$ cat config.mk
export PLATFORM = sky130hd
export DESIGN_NAME = page_frame_bitmap_allocator
export DESIGN_NICKNAME = d
export VERILOG_FILES = /design/src/pfba_pkg.sv /design/src/pfba_map.sv /design/src/pfba_div.sv /design/src/page_frame_bitmap_allocator.sv
export VERILOG_INCLUDE_DIRS = /design/src /design/src/src
export SDC_FILE = /design/constraint.sdc
export NUM_CORES = 2
export LEC_CHECK = 0
export ABC_AREA = 1
export BUFFER_PORTS_ARGS = -buffer_cell sky130_fd_sc_hd__buf_2
export CAP_MARGIN = 15
export CORE_AREA = 5 5 522 524
export CTS_BUF_LIST = sky130_fd_sc_hd__clkbuf_4 sky130_fd_sc_hd__clkbuf_8 sky130_fd_sc_hd__clkbuf_16
export DETAILED_ROUTE_END_ITERATION = 12
export DIE_AREA = 0 0 527 529
export RECOVER_POWER = 50
export SYNTH_ARGS = -nofsm -noshare
export SYNTH_HDL_FRONTEND = slang
export SYNTH_SLANG_ARGS = --single-unit
$ cat constraint.sdc
create_clock -name clock -period 7.86 [get_ports clock]
set_input_delay 1.572 -clock clock [delete_from_list [all_inputs] [get_ports clock]]
set_output_delay 1.572 -clock clock [all_outputs]
set_load 0.005 [all_outputs]
$ cat src/page_frame_bitmap_allocator_assert.svh
// Assertion helpers for the page frame allocator
`ifndef PAGE_FRAME_BITMAP_ALLOCATOR_ASSERT_SVH
`define PAGE_FRAME_BITMAP_ALLOCATOR_ASSERT_SVH

// same-cycle implication
`define PFBA_ASSERT_IMPLY(label, clk, rst, ante, cons, msg) \
   label: assert property (@(posedge clk) disable iff (rst) (ante) |-> (cons)) else $error(msg);

// next-cycle implication
`define PFBA_ASSERT_NEXT(label, clk, rst, ante, cons, msg) \
   label: assert property (@(posedge clk) disable iff (rst) (ante) |=> (cons)) else $error(msg);

`endif

$ cat src/pfba_pkg.sv
package pfba_pkg;

   localparam int ADDR_W      = 40;
   localparam int CMD_W       = 3;
   localparam int FRAME_OUT_W = 11;
   localparam int COUNT_W     = 20;
   localparam int CSR_IDX_W   = 1;

   localparam int MAP_WORDS_DEF  = 32;
   localparam int PAGE_SHIFT_DEF = 21;
   localparam int WORD_BITS_DEF  = 64;

   localparam logic [COUNT_W-1:0] COUNT_MAX = '1;
   localparam logic [63:0] HOLE_LOW  = 64'h0000_0000_FEC0_0000;
   localparam logic [63:0] HOLE_HIGH = 64'h0000_0000_FFFF_FFFF;

   localparam logic [CSR_IDX_W-1:0] CSR_KERNEL_START = 1'b0;
   localparam logic [CSR_IDX_W-1:0] CSR_KERNEL_END   = 1'b1;

   typedef enum logic [CMD_W-1:0] {
      CMD_INIT       = 3'd0,
      CMD_ADD_RANGE  = 3'd1,
      CMD_ALLOC      = 3'd2,
      CMD_FREE_ADDR  = 3'd3,
      CMD_FREE_FRAME = 3'd4
   } cmd_type;

endpackage

$ cat src/pfba_map.sv
module pfba_map #(
   parameter int WORDS = pfba_pkg::MAP_WORDS_DEF,
   parameter int WIDTH = pfba_pkg::WORD_BITS_DEF,
   parameter int AW    = (WORDS > 1) ? $clog2(WORDS) : 1
) (
   input  logic             clock,
   input  logic [AW-1:0]    rd_addr,
   input  logic             wr_en,
   input  logic [AW-1:0]    wr_addr,
   input  logic [WIDTH-1:0] wr_data,
   output logic [WIDTH-1:0] rd_data
);
   import pfba_pkg::*;

   logic [WIDTH-1:0] map_mem [WORDS];
   logic [WIDTH-1:0] rd_data_ff;

   always_ff @(posedge clock) begin
      if (wr_en) begin
         map_mem[wr_addr] <= wr_data;
      end
      rd_data_ff <= map_mem[rd_addr];
   end

   assign rd_data = rd_data_ff;

endmodule

$ cat src/pfba_div.sv
module pfba_div #(
   parameter int FW        = 11,
   parameter int WORD_BITS = pfba_pkg::WORD_BITS_DEF,
   parameter int AW        = 5,
   parameter int BW        = $clog2(WORD_BITS)
) (
   input  logic          clock,
   input  logic          reset,
   input  logic          start,
   input  logic [FW-1:0] value,
   output logic          done,
   output logic [AW-1:0] quotient,
   output logic [BW-1:0] remainder
);
   import pfba_pkg::*;

   // word/bit split by reciprocal multiply; exact for every FW-bit value
   localparam int SH = FW + BW;
   localparam int PW = FW + SH + 1;
   localparam logic [SH:0] RECIP =
      (SH+1)'(((64'd1 << SH) + 64'(WORD_BITS) - 64'd1) / 64'(WORD_BITS));

   logic          done_ff, done_in;
   logic [FW-1:0] q_ff, q_in;
   logic [BW-1:0] r_ff, r_in;

   logic [PW-1:0] prod;
   logic [FW-1:0] q_calc;

   always_comb begin
      prod    = PW'(value) * PW'(RECIP);
      q_calc  = FW'(prod >> SH);
      done_in = start;
      q_in    = start ? q_calc : q_ff;
      r_in    = start ? BW'(value - FW'(32'(q_calc) * WORD_BITS)) : r_ff;
   end

   always_ff @(posedge clock) begin
      if (reset) begin
         done_ff <= 1'b0;
      end else begin
         done_ff <= done_in;
      end
   end

   always_ff @(posedge clock) begin
      q_ff <= q_in;
      r_ff <= r_in;
   end

   assign done      = done_ff;
   assign quotient  = AW'(q_ff);
   assign remainder = r_ff;

endmodule

$ cat src/page_frame_bitmap_allocator.sv
// Bitmap page frame allocator; one request at a time, one result strobe per request.
// Allocate scans one map word per cycle; a free outside the map and an unknown command are
// answered without touching the map. Add range walks the range page by page, with an extra
// clear step for each usable page inside the map. Results cannot be stalled.
// Synchronous reset clears the control registers and runs a pass marking every map word busy.
`include "page_frame_bitmap_allocator_assert.svh"

module page_frame_bitmap_allocator #(
   parameter int MAP_WORDS  = pfba_pkg::MAP_WORDS_DEF,
   parameter int PAGE_SHIFT = pfba_pkg::PAGE_SHIFT_DEF,
   parameter int WORD_BITS  = pfba_pkg::WORD_BITS_DEF
) (
   input  logic                              clock,
   input  logic                              reset,
   input  logic                              start,
   output logic                              busy,
   input  logic [pfba_pkg::CMD_W-1:0]        req_cmd,
   input  logic [pfba_pkg::ADDR_W-1:0]       req_range_base,
   input  logic [pfba_pkg::ADDR_W-1:0]       req_range_length,
   input  logic [pfba_pkg::FRAME_OUT_W-1:0]  req_frame_in,
   output logic                              rsp_valid,
   output logic [pfba_pkg::FRAME_OUT_W-1:0]  rsp_frame_out,
   output logic                              rsp_out_of_memory,
   output logic [pfba_pkg::COUNT_W-1:0]      rsp_pages_added,
   output logic [pfba_pkg::COUNT_W-1:0]      rsp_usable_total,
   input  logic                              csr_valid,
   output logic                              csr_ready,
   input  logic [pfba_pkg::CSR_IDX_W-1:0]    csr_index,
   input  logic [pfba_pkg::ADDR_W-1:0]       csr_wdata
);
   import pfba_pkg::*;

   localparam int FRAMES = MAP_WORDS * WORD_BITS;
   localparam int FW     = $clog2(FRAMES);
   localparam int AW     = (MAP_WORDS > 1) ? $clog2(MAP_WORDS) : 1;
   localparam int BW     = $clog2(WORD_BITS);
   localparam int PNW    = ADDR_W + 1 - PAGE_SHIFT;
   localparam int SUMW   = ((PNW > COUNT_W) ? PNW : COUNT_W) + 1;
   localparam logic [ADDR_W:0] ROUND_UP = (ADDR_W+1)'((64'd1 << PAGE_SHIFT) - 64'd1);
   localparam logic [63:0] HOLE_LO_PN =
      (HOLE_LOW + (64'd1 << PAGE_SHIFT) - 64'd1) >> PAGE_SHIFT;
   localparam logic [63:0] HOLE_HI_PN =
      (HOLE_HIGH + (64'd1 << PAGE_SHIFT) - 64'd1) >> PAGE_SHIFT;
   localparam logic [WORD_BITS-1:0] ONE_BIT = WORD_BITS'(1);

   typedef enum logic [8:0] {
      S_IDLE  = 9'b000000001,
      S_SWEEP = 9'b000000010,
      S_SETUP = 9'b000000100,
      S_DIVW  = 9'b000001000,
      S_PAGE  = 9'b000010000,
      S_CLR   = 9'b000100000,
      S_FDIV  = 9'b001000000,
      S_FWR   = 9'b010000000,
      S_ACHK  = 9'b100000000
   } state_type;

   state_type state_ff, state_in;

   logic [ADDR_W-1:0]      ks_ff, ks_in, ke_ff, ke_in;
   logic [COUNT_W-1:0]     usable_ff, usable_in;
   logic [AW-1:0]          sw_ff, sw_in;
   logic                   sw_rsp_ff, sw_rsp_in;
   logic                   rsp_valid_ff, rsp_valid_in;

   logic [ADDR_W-1:0]      base_ff, base_in, len_ff, len_in;
   logic [PNW-1:0]         pn_ff, pn_in, last_ff, last_in;
   logic [PNW-1:0]         ksc_ff, ksc_in, kec_ff, kec_in;
   logic [PNW-1:0]         n_ff, n_in;
   logic [AW-1:0]          wd_ff, wd_in;
   logic [BW-1:0]          bt_ff, bt_in;
   logic [AW-1:0]          aw_ff, aw_in;
   logic [FRAME_OUT_W-1:0] rsp_frame_ff, rsp_frame_in;
   logic                   rsp_oom_ff, rsp_oom_in;
   logic [COUNT_W-1:0]     rsp_added_ff, rsp_added_in;
   logic [COUNT_W-1:0]     rsp_total_ff, rsp_total_in;

   logic                 accept;
   logic [PNW-1:0]       pn0, last_pn, ks_pn, ke_pn, pn1;
   logic [ADDR_W-PAGE_SHIFT-1:0] free_pn;
   logic                 kern_hit, hole_hit, page_ok, in_map, walk_done;
   logic [SUMW-1:0]      sum;
   logic [COUNT_W-1:0]   sum_sat;
   logic [WORD_BITS-1:0] bit_mask, free_bits, low_free;
   logic [BW-1:0]        zero_idx;
   logic                 word_full, aw_last, bt_last;
   logic [FW-1:0]        alloc_frame;

   logic                 div_start, div_done;
   logic [FW-1:0]        div_value;
   logic [AW-1:0]        div_q;
   logic [BW-1:0]        div_r;

   logic [AW-1:0]        map_rd_addr, map_wr_addr;
   logic                 map_wr_en;
   logic [WORD_BITS-1:0] map_wr_data, map_rd_data;

   pfba_map #(.WORDS(MAP_WORDS), .WIDTH(WORD_BITS), .AW(AW)) u_map (
      .clock   (clock),
      .rd_addr (map_rd_addr),
      .wr_en   (map_wr_en),
      .wr_addr (map_wr_addr),
      .wr_data (map_wr_data),
      .rd_data (map_rd_data)
   );

   pfba_div #(.FW(FW), .WORD_BITS(WORD_BITS), .AW(AW), .BW(BW)) u_div (
      .clock     (clock),
      .reset     (reset),
      .start     (div_start),
      .value     (div_value),
      .done      (div_done),
      .quotient  (div_q),
      .remainder (div_r)
   );

   assign busy      = (state_ff != S_IDLE);
   assign accept    = start && !busy;
   assign csr_ready = 1'b1;

   // page-number thresholds: all compares in the walk are done in page units
   assign pn0     = PNW'(({1'b0, base_ff} + ROUND_UP) >> PAGE_SHIFT);
   assign last_pn = PNW'(({1'b0, base_ff} + {1'b0, len_ff}) >> PAGE_SHIFT);
   assign ks_pn   = PNW'(({1'b0, ks_ff} + ROUND_UP) >> PAGE_SHIFT);
   assign ke_pn   = PNW'(({1'b0, ke_ff} + ROUND_UP) >> PAGE_SHIFT);
   assign pn1     = pn_ff + 1'b1;
   assign free_pn = req_range_base[ADDR_W-1:PAGE_SHIFT];

   assign kern_hit  = (pn1 >= ksc_ff) && (pn_ff < kec_ff);
   assign hole_hit  = (64'(pn1) >= HOLE_LO_PN) && (64'(pn_ff) < HOLE_HI_PN);
   assign page_ok   = !kern_hit && !hole_hit;
   assign in_map    = 64'(pn_ff) < 64'(FRAMES);
   assign walk_done = !(pn_ff < last_ff);

   assign sum     = SUMW'(usable_ff) + SUMW'(n_ff);
   assign sum_sat = (sum > SUMW'(COUNT_MAX)) ? COUNT_MAX : COUNT_W'(sum);

   assign bit_mask  = ONE_BIT << bt_ff;
   assign free_bits = ~map_rd_data;
   assign low_free  = free_bits & (~free_bits + ONE_BIT);
   assign word_full = (free_bits == '0);
   assign aw_last   = (aw_ff == AW'(MAP_WORDS - 1));
   assign bt_last   = (bt_ff == BW'(WORD_BITS - 1));

   always_comb begin
      zero_idx = '0;
      for (int i = 0; i < WORD_BITS; i++) begin
         if (low_free[i]) begin
            zero_idx = zero_idx | BW'(i);
         end
      end
   end

   assign alloc_frame = FW'(32'(aw_ff) * WORD_BITS + 32'(zero_idx));

   always_comb begin
      state_in     = state_ff;
      ks_in        = ks_ff;
      ke_in        = ke_ff;
      usable_in    = usable_ff;
      sw_in        = sw_ff;
      sw_rsp_in    = sw_rsp_ff;
      rsp_valid_in = 1'b0;
      base_in      = base_ff;
      len_in       = len_ff;
      pn_in        = pn_ff;
      last_in      = last_ff;
      ksc_in       = ksc_ff;
      kec_in       = kec_ff;
      n_in         = n_ff;
      wd_in        = wd_ff;
      bt_in        = bt_ff;
      aw_in        = aw_ff;
      rsp_frame_in = rsp_frame_ff;
      rsp_oom_in   = rsp_oom_ff;
      rsp_added_in = rsp_added_ff;
      rsp_total_in = rsp_total_ff;
      div_start    = 1'b0;
      div_value    = FW'(pn0);
      map_rd_addr  = wd_ff;
      map_wr_en    = 1'b0;
      map_wr_addr  = wd_ff;
      map_wr_data  = map_rd_data & ~bit_mask;

      if (csr_valid && csr_ready) begin
         case (csr_index)
            CSR_KERNEL_START: ks_in = csr_wdata;
            CSR_KERNEL_END:   ke_in = csr_wdata;
            default: ;
         endcase
      end

      case (state_ff)
         S_IDLE: begin
            if (accept) begin
               base_in      = req_range_base;
               len_in       = req_range_length;
               rsp_frame_in = '0;
               rsp_oom_in   = 1'b0;
               rsp_added_in = '0;
               rsp_total_in = usable_ff;
               case (cmd_type'(req_cmd))
                  CMD_INIT: begin
                     sw_in     = '0;
                     sw_rsp_in = 1'b1;
                     usable_in = '0;
                     state_in  = S_SWEEP;
                  end
                  CMD_ADD_RANGE: begin
                     state_in = S_SETUP;
                  end
                  CMD_ALLOC: begin
                     map_rd_addr = '0;
                     aw_in       = '0;
                     state_in    = S_ACHK;
                  end
                  CMD_FREE_ADDR: begin
                     if (64'(free_pn) < 64'(FRAMES)) begin
                        div_start = 1'b1;
                        div_value = FW'(free_pn);
                        state_in  = S_FDIV;
                     end else begin
                        rsp_valid_in = 1'b1;
                     end
                  end
                  CMD_FREE_FRAME: begin
                     if (64'(req_frame_in) < 64'(FRAMES)) begin
                        div_start = 1'b1;
                        div_value = FW'(req_frame_in);
                        state_in  = S_FDIV;
                     end else begin
                        rsp_valid_in = 1'b1;
                     end
                  end
                  default: begin
                     rsp_valid_in = 1'b1;
                  end
               endcase
            end
         end
         S_SWEEP: begin
            map_wr_en   = 1'b1;
            map_wr_addr = sw_ff;
            map_wr_data = '1;
            if (sw_ff == AW'(MAP_WORDS - 1)) begin
               state_in     = S_IDLE;
               sw_rsp_in    = 1'b0;
               rsp_valid_in = sw_rsp_ff;
               rsp_total_in = usable_ff;
            end else begin
               sw_in = sw_ff + 1'b1;
            end
         end
         S_SETUP: begin
            pn_in   = pn0;
            last_in = last_pn;
            ksc_in  = ks_pn;
            kec_in  = ke_pn;
            n_in    = '0;
            if (64'(pn0) < 64'(FRAMES)) begin
               div_start = 1'b1;
               state_in  = S_DIVW;
            end else begin
               state_in = S_PAGE;
            end
         end
         S_DIVW: begin
            if (div_done) begin
               wd_in    = div_q;
               bt_in    = div_r;
               state_in = S_PAGE;
            end
         end
         S_PAGE: begin
            if (walk_done) begin
               usable_in    = sum_sat;
               rsp_total_in = sum_sat;
               rsp_added_in = COUNT_W'(n_ff);
               rsp_valid_in = 1'b1;
               state_in     = S_IDLE;
            end else begin
               if (page_ok) begin
                  n_in = n_ff + 1'b1;
               end
               if (page_ok && in_map) begin
                  // word read issued now, cleared and written back next cycle
                  state_in = S_CLR;
               end else begin
                  pn_in = pn1;
                  if (bt_last) begin
                     bt_in = '0;
                     wd_in = wd_ff + 1'b1;
                  end else begin
                     bt_in = bt_ff + 1'b1;
                  end
               end
            end
         end
         S_CLR: begin
            map_wr_en = 1'b1;
            pn_in     = pn1;
            if (bt_last) begin
               bt_in = '0;
               wd_in = wd_ff + 1'b1;
            end else begin
               bt_in = bt_ff + 1'b1;
            end
            state_in = S_PAGE;
         end
         S_FDIV: begin
            if (div_done) begin
               wd_in       = div_q;
               bt_in       = div_r;
               map_rd_addr = div_q;
               state_in    = S_FWR;
            end
         end
         S_FWR: begin
            map_wr_en    = 1'b1;
            rsp_valid_in = 1'b1;
            state_in     = S_IDLE;
         end
         S_ACHK: begin
            // check word aw_ff while the next word is being read
            map_rd_addr = aw_last ? '0 : aw_ff + 1'b1;
            if (!word_full) begin
               map_wr_en    = 1'b1;
               map_wr_addr  = aw_ff;
               map_wr_data  = map_rd_data | low_free;
               rsp_frame_in = FRAME_OUT_W'(alloc_frame);
               rsp_valid_in = 1'b1;
               state_in     = S_IDLE;
            end else if (aw_last) begin
               rsp_oom_in   = 1'b1;
               rsp_valid_in = 1'b1;
               state_in     = S_IDLE;
            end else begin
               aw_in = aw_ff + 1'b1;
            end
         end
         default: begin
            state_in = S_IDLE;
         end
      endcase
   end

   always_ff @(posedge clock) begin
      if (reset) begin
         state_ff     <= S_SWEEP;
         ks_ff        <= '0;
         ke_ff        <= '0;
         usable_ff    <= '0;
         sw_ff        <= '0;
         sw_rsp_ff    <= 1'b0;
         rsp_valid_ff <= 1'b0;
      end else begin
         state_ff     <= state_in;
         ks_ff        <= ks_in;
         ke_ff        <= ke_in;
         usable_ff    <= usable_in;
         sw_ff        <= sw_in;
         sw_rsp_ff    <= sw_rsp_in;
         rsp_valid_ff <= rsp_valid_in;
      end
   end

   always_ff @(posedge clock) begin
      base_ff      <= base_in;
      len_ff       <= len_in;
      pn_ff        <= pn_in;
      last_ff      <= last_in;
      ksc_ff       <= ksc_in;
      kec_ff       <= kec_in;
      n_ff         <= n_in;
      wd_ff        <= wd_in;
      bt_ff        <= bt_in;
      aw_ff        <= aw_in;
      rsp_frame_ff <= rsp_frame_in;
      rsp_oom_ff   <= rsp_oom_in;
      rsp_added_ff <= rsp_added_in;
      rsp_total_ff <= rsp_total_in;
   end

   assign rsp_valid         = rsp_valid_ff;
   assign rsp_frame_out     = rsp_frame_ff;
   assign rsp_out_of_memory = rsp_oom_ff;
   assign rsp_pages_added   = rsp_added_ff;
   assign rsp_usable_total  = rsp_total_ff;

   `PFBA_ASSERT_NEXT(a_accept_progress, clock, reset, start && !busy, busy || rsp_valid, "accepted request neither in progress nor answered")
   `PFBA_ASSERT_IMPLY(a_rsp_when_idle, clock, reset, rsp_valid, !busy, "result shown while still busy")
   `PFBA_ASSERT_IMPLY(a_oom_fields, clock, reset, rsp_valid && rsp_out_of_memory, (rsp_frame_out == '0) && (rsp_pages_added == '0), "out of memory result carries data")
   `PFBA_ASSERT_IMPLY(a_sweep_write, clock, reset, state_ff == S_SWEEP, map_wr_en && (map_wr_data == '1), "init pass not writing busy words")

endmodule

==> impl_metrics.env <==
export IMPL_min_from="ks_ff[16]"
export IMPL_wl_per_cell_um=25.22
export IMPL_synth_seq_cells=2488
export IMPL_r2r_setup_slack_ps=1510
export IMPL_async_flop_share_pct=0
export IMPL_routed_wl_mm=336.3
export IMPL_fmax_mhz=157.4
export IMPL_hold_path_class="reg2reg"
export IMPL_hpwl_mm=191.5
export IMPL_p_leak_nw=41.89
export IMPL_fin_crit_sh_pct=80.85
export IMPL_rr_worst_depth=11
export IMPL_syn_to_final_growth_pct=13.43
export IMPL_p_per_area_mw_per_mm2=394.7
export IMPL_skew_ps=71.61
export IMPL_period_minus_slack_ps=6355
export IMPL_rsz0062_at_grt="no"
export IMPL_antenna_found_initial=13
export IMPL_end_kind="flip-flop"
export IMPL_drtIter0Drc=9147
export IMPL_vias_per_cell=5.703
export IMPL_design_core_area_mm2=0.2670
export IMPL_hold_end="ks_ff[16]"
export IMPL_grt_max_degree=212
export IMPL_rows=190
export IMPL_gp_congestion=0.9669
export IMPL_die_area_mm2=0.2788
export IMPL_whs_path_depth=2
export IMPL_hold_viol_final=0
export IMPL_cts_hold_buf=0
export IMPL_post_cts_setup_buffers=0
export IMPL_drc=0
export IMPL_cts_resized=0
export IMPL_synthCells=9416
export IMPL_die_h_um=529
export IMPL_fin_util_pct=45.16
export IMPL_nNetsFinal=9845
export IMPL_grt_pass1_vias=72010
export IMPL_pin_count=194
export IMPL_final_cell_count_no_fill=13340
export IMPL_critPathKind="reg2reg"
export IMPL_finalInstanceArea_mm2=0.1206
export IMPL_avgSynthCellArea_um2=11.29
export IMPL_r2r_start="state_ff[6]"
export IMPL_initial_core_util_pct=39.81
export IMPL_ant_nets=0
export IMPL_maxSlewHeadroom_pct=-122.6
export IMPL_synth_area_mm2=0.1063
export IMPL_portBuffers=192
export IMPL_die_width_um=527
export IMPL_grt_util_all_layers_pct=23.33
export IMPL_dp_cells=12820
export IMPL_synth_edf_count=2307
export IMPL_syn_num_nets=9687
export IMPL_worst_pin_slew_ps=3339
export IMPL_grt_ovfl_total=0
export IMPL_clock_latency_ps=950
export IMPL_yosys_warnings=0
export IMPL_numCtsBuffers=284
export IMPL_startpoint_type="flip-flop"
export IMPL_final_setup_viol_count=0
export IMPL_clockBufferDepth=4
export IMPL_status="finished with violations"
export IMPL_worstReg2RegEnd="u_map.map_mem[1][23]"
export IMPL_num_vias=76060
export IMPL_timing_setup_tns_ps=0
export IMPL_synth_top_flop_cell="edfxtp_1"
export IMPL_htree_levels=5
export IMPL_cts_root_buf="clkbuf_16"
export IMPL_required_ps=8430
export IMPL_finalMaxSlewViolations=475
export IMPL_n_fill_cell=24290
export IMPL_ys_seq_area_share_pct=68.60
export IMPL_violations="capacitance limit, slew limit"
export IMPL_drt_pass1_iter_count=6
export IMPL_crit_path_max_fanout=46
export IMPL_grt_pass1_wl_mm=489.0
export IMPL_worstPathArrival_ps=6920
export IMPL_clock_sinks=2488
export IMPL_placed_cell_area_mm2=0.1117
export IMPL_synth_distinct_cells=66
export IMPL_drive_gt1_share_pct=8.151
export IMPL_tritoncts="built"
export IMPL_clk_pin_slew_ps=60
export IMPL_peakVddDrop_v=0.0004063
export IMPL_drv_cap=11
==> stage by stage <==
stage / hold slack (ps) / setup WS (ps) / total power, W
5_1_grt: 478.3 / 1232 / 0.04983
4_1_cts: 455.1 / 2758 / 0.04773
3_3_place_gp: 440.9 / 2249 / 0.03441
6_report: 452.4 / 1505 / 0.04758
3_5_place_dp: 447.7 / 2283 / 0.03481
2_1_floorplan: 429.2 / 2635 / 0.02858
==> synthesized netlist by cell type (20+ instances only) <==
| cell | n | area share, % |
|---|---|---|
| a21oi_1 | 293 | 1.4 |
| edfxtp_1 | 2307 | 65 |
| nand4_1 | 71 | 0.42 |
| buf_2 | 169 | 0.80 |
| nand3_1 | 516 | 2.4 |
| nor3_1 | 117 | 0.55 |
| buf_4 | 20 | 0.14 |
| o22ai_1 | 285 | 1.7 |
| xor2_1 | 67 | 0.55 |
| o211ai_1 | 248 | 1.8 |
| o21ai_0 | 1250 | 5.9 |
| nor2_1 | 1550 | 5.5 |
| clkbuf_1 | 287 | 1.0 |
| ha_1 | 131 | 1.5 |
| nand2_1 | 993 | 3.5 |
| dfxtp_1 | 181 | 3.4 |
| buf_1 | 27 | 0.095 |
| inv_1 | 573 | 2.0 |
| o21ai_1 | 99 | 0.47 |
| nor4_1 | 29 | 0.17 |
==> cells by family after synthesis <==
kind of cell	Yosys count	share of synthesized area (%)
other	1	0.003529
AO/OA/AOI/OAI	2268	11.88
AND/OR/NAND/NOR	3341	13.04
buffers and inverters	1100	4.214
flip-flops	2488	68.60
XOR/XNOR	86	0.7088
adder cells (fa/ha/maj)	132	1.561
==> flip-flops by register name (all words and copies together), names as in the netlist, 40 cells and up <==
| signal | flops |
|---|---|
| base_ff | 40 |
| ks_ff | 40 |
| u_map.map_mem | 2048 |
| u_map.rd_data | 64 |
| ke_ff | 40 |
| len_ff | 40 |
==> area by class of cell <==
class                           count  area (um^2)  area share, %
Inverter                          589         2255          1.870
Multi-Input combinational cell   5828        29100          24.14
Antenna cell                        6        15.01        0.01245
Timing Repair Buffer              383         2781          2.307
Sequential cell                  2488        72900          60.47
Clock inverter                    128         1144         0.9486
Tap cell                         3552         4444          3.687
Clock buffer                      362         7916          6.567
==> routing by layer <==
metal,up-vias,track usage [%],part of all wire [%]
met5,-,0,0.012
met2,3581,37.28,46
met3,648,3.751,8.3
li1,34140,-,-
met1,37690,32.54,42
met4,6,7.929,3.5
==> critical path, cell delays in order, from the launching register on <==
cell	delay (ps)
dfxtp_1	350
nor2_1	190
nand2_2	90
inv_1	110
nand2_1	520
clkinv_1	500
nand2_1	360
inv_1	210
clkbuf_1	1940
o21ai_0	350
nand3_1	630
clkbuf_1	720
==> cell usage in the layout, fill, tap and decap left out, types with 7 or more instances in the layout <==
master,n
nand4_1,72
nand2_1,997
nand3b_1,10
nor2_1,1528
o2111ai_1,8
o21ai_1,98
buf_2,123
nor3_1,117
a22o_1,10
o31ai_1,9
nor2_4,33
clkbuf_1,104
a31oi_1,18
buf_4,103
edfxtp_1,2307
clkbuf_16,290
clkbuf_4,53
o22ai_1,285
dfxtp_1,181
clkinv_1,56
a21oi_1,291
inv_1,573
buf_8,10
ha_1,131
buf_12,41
o21a_1,7
bufinv_16,20
xnor2_1,19
nand3_1,518
xor2_1,67
o21ai_0,1251
clkinv_2,41
nor3b_1,9
nor4_1,29
clkbuf_8,19
clkinvlp_4,7
o211ai_1,248
==> report_power, final <==
group	internal (W)	switching [W]	total, W
logic	0.00363	0.0118	0.0154
clock network	0.00775	0.00518	0.0129
registers	0.0185	0.000736	0.0192
total	0.0299	0.0177	0.0476
==> how the worst max path moves through the flow <==
stage | slack [ps] | from | to
detailed placement | 2280 | req_cmd[2] | u_map.rd_data[42]
global placement | 2250 | req_cmd[2] | u_map.rd_data[42]
global route | 1230 | state_ff[6] | u_map.map_mem[15][13]
CTS | 2760 | pn_ff[1] | bt_ff[3]
floorplan | 2630 | u_map.rd_data[1] | u_map.map_mem[18][0]
finish | 1510 | state_ff[6] | u_map.map_mem[1][23]
Power figures use the tool's default switching activity.
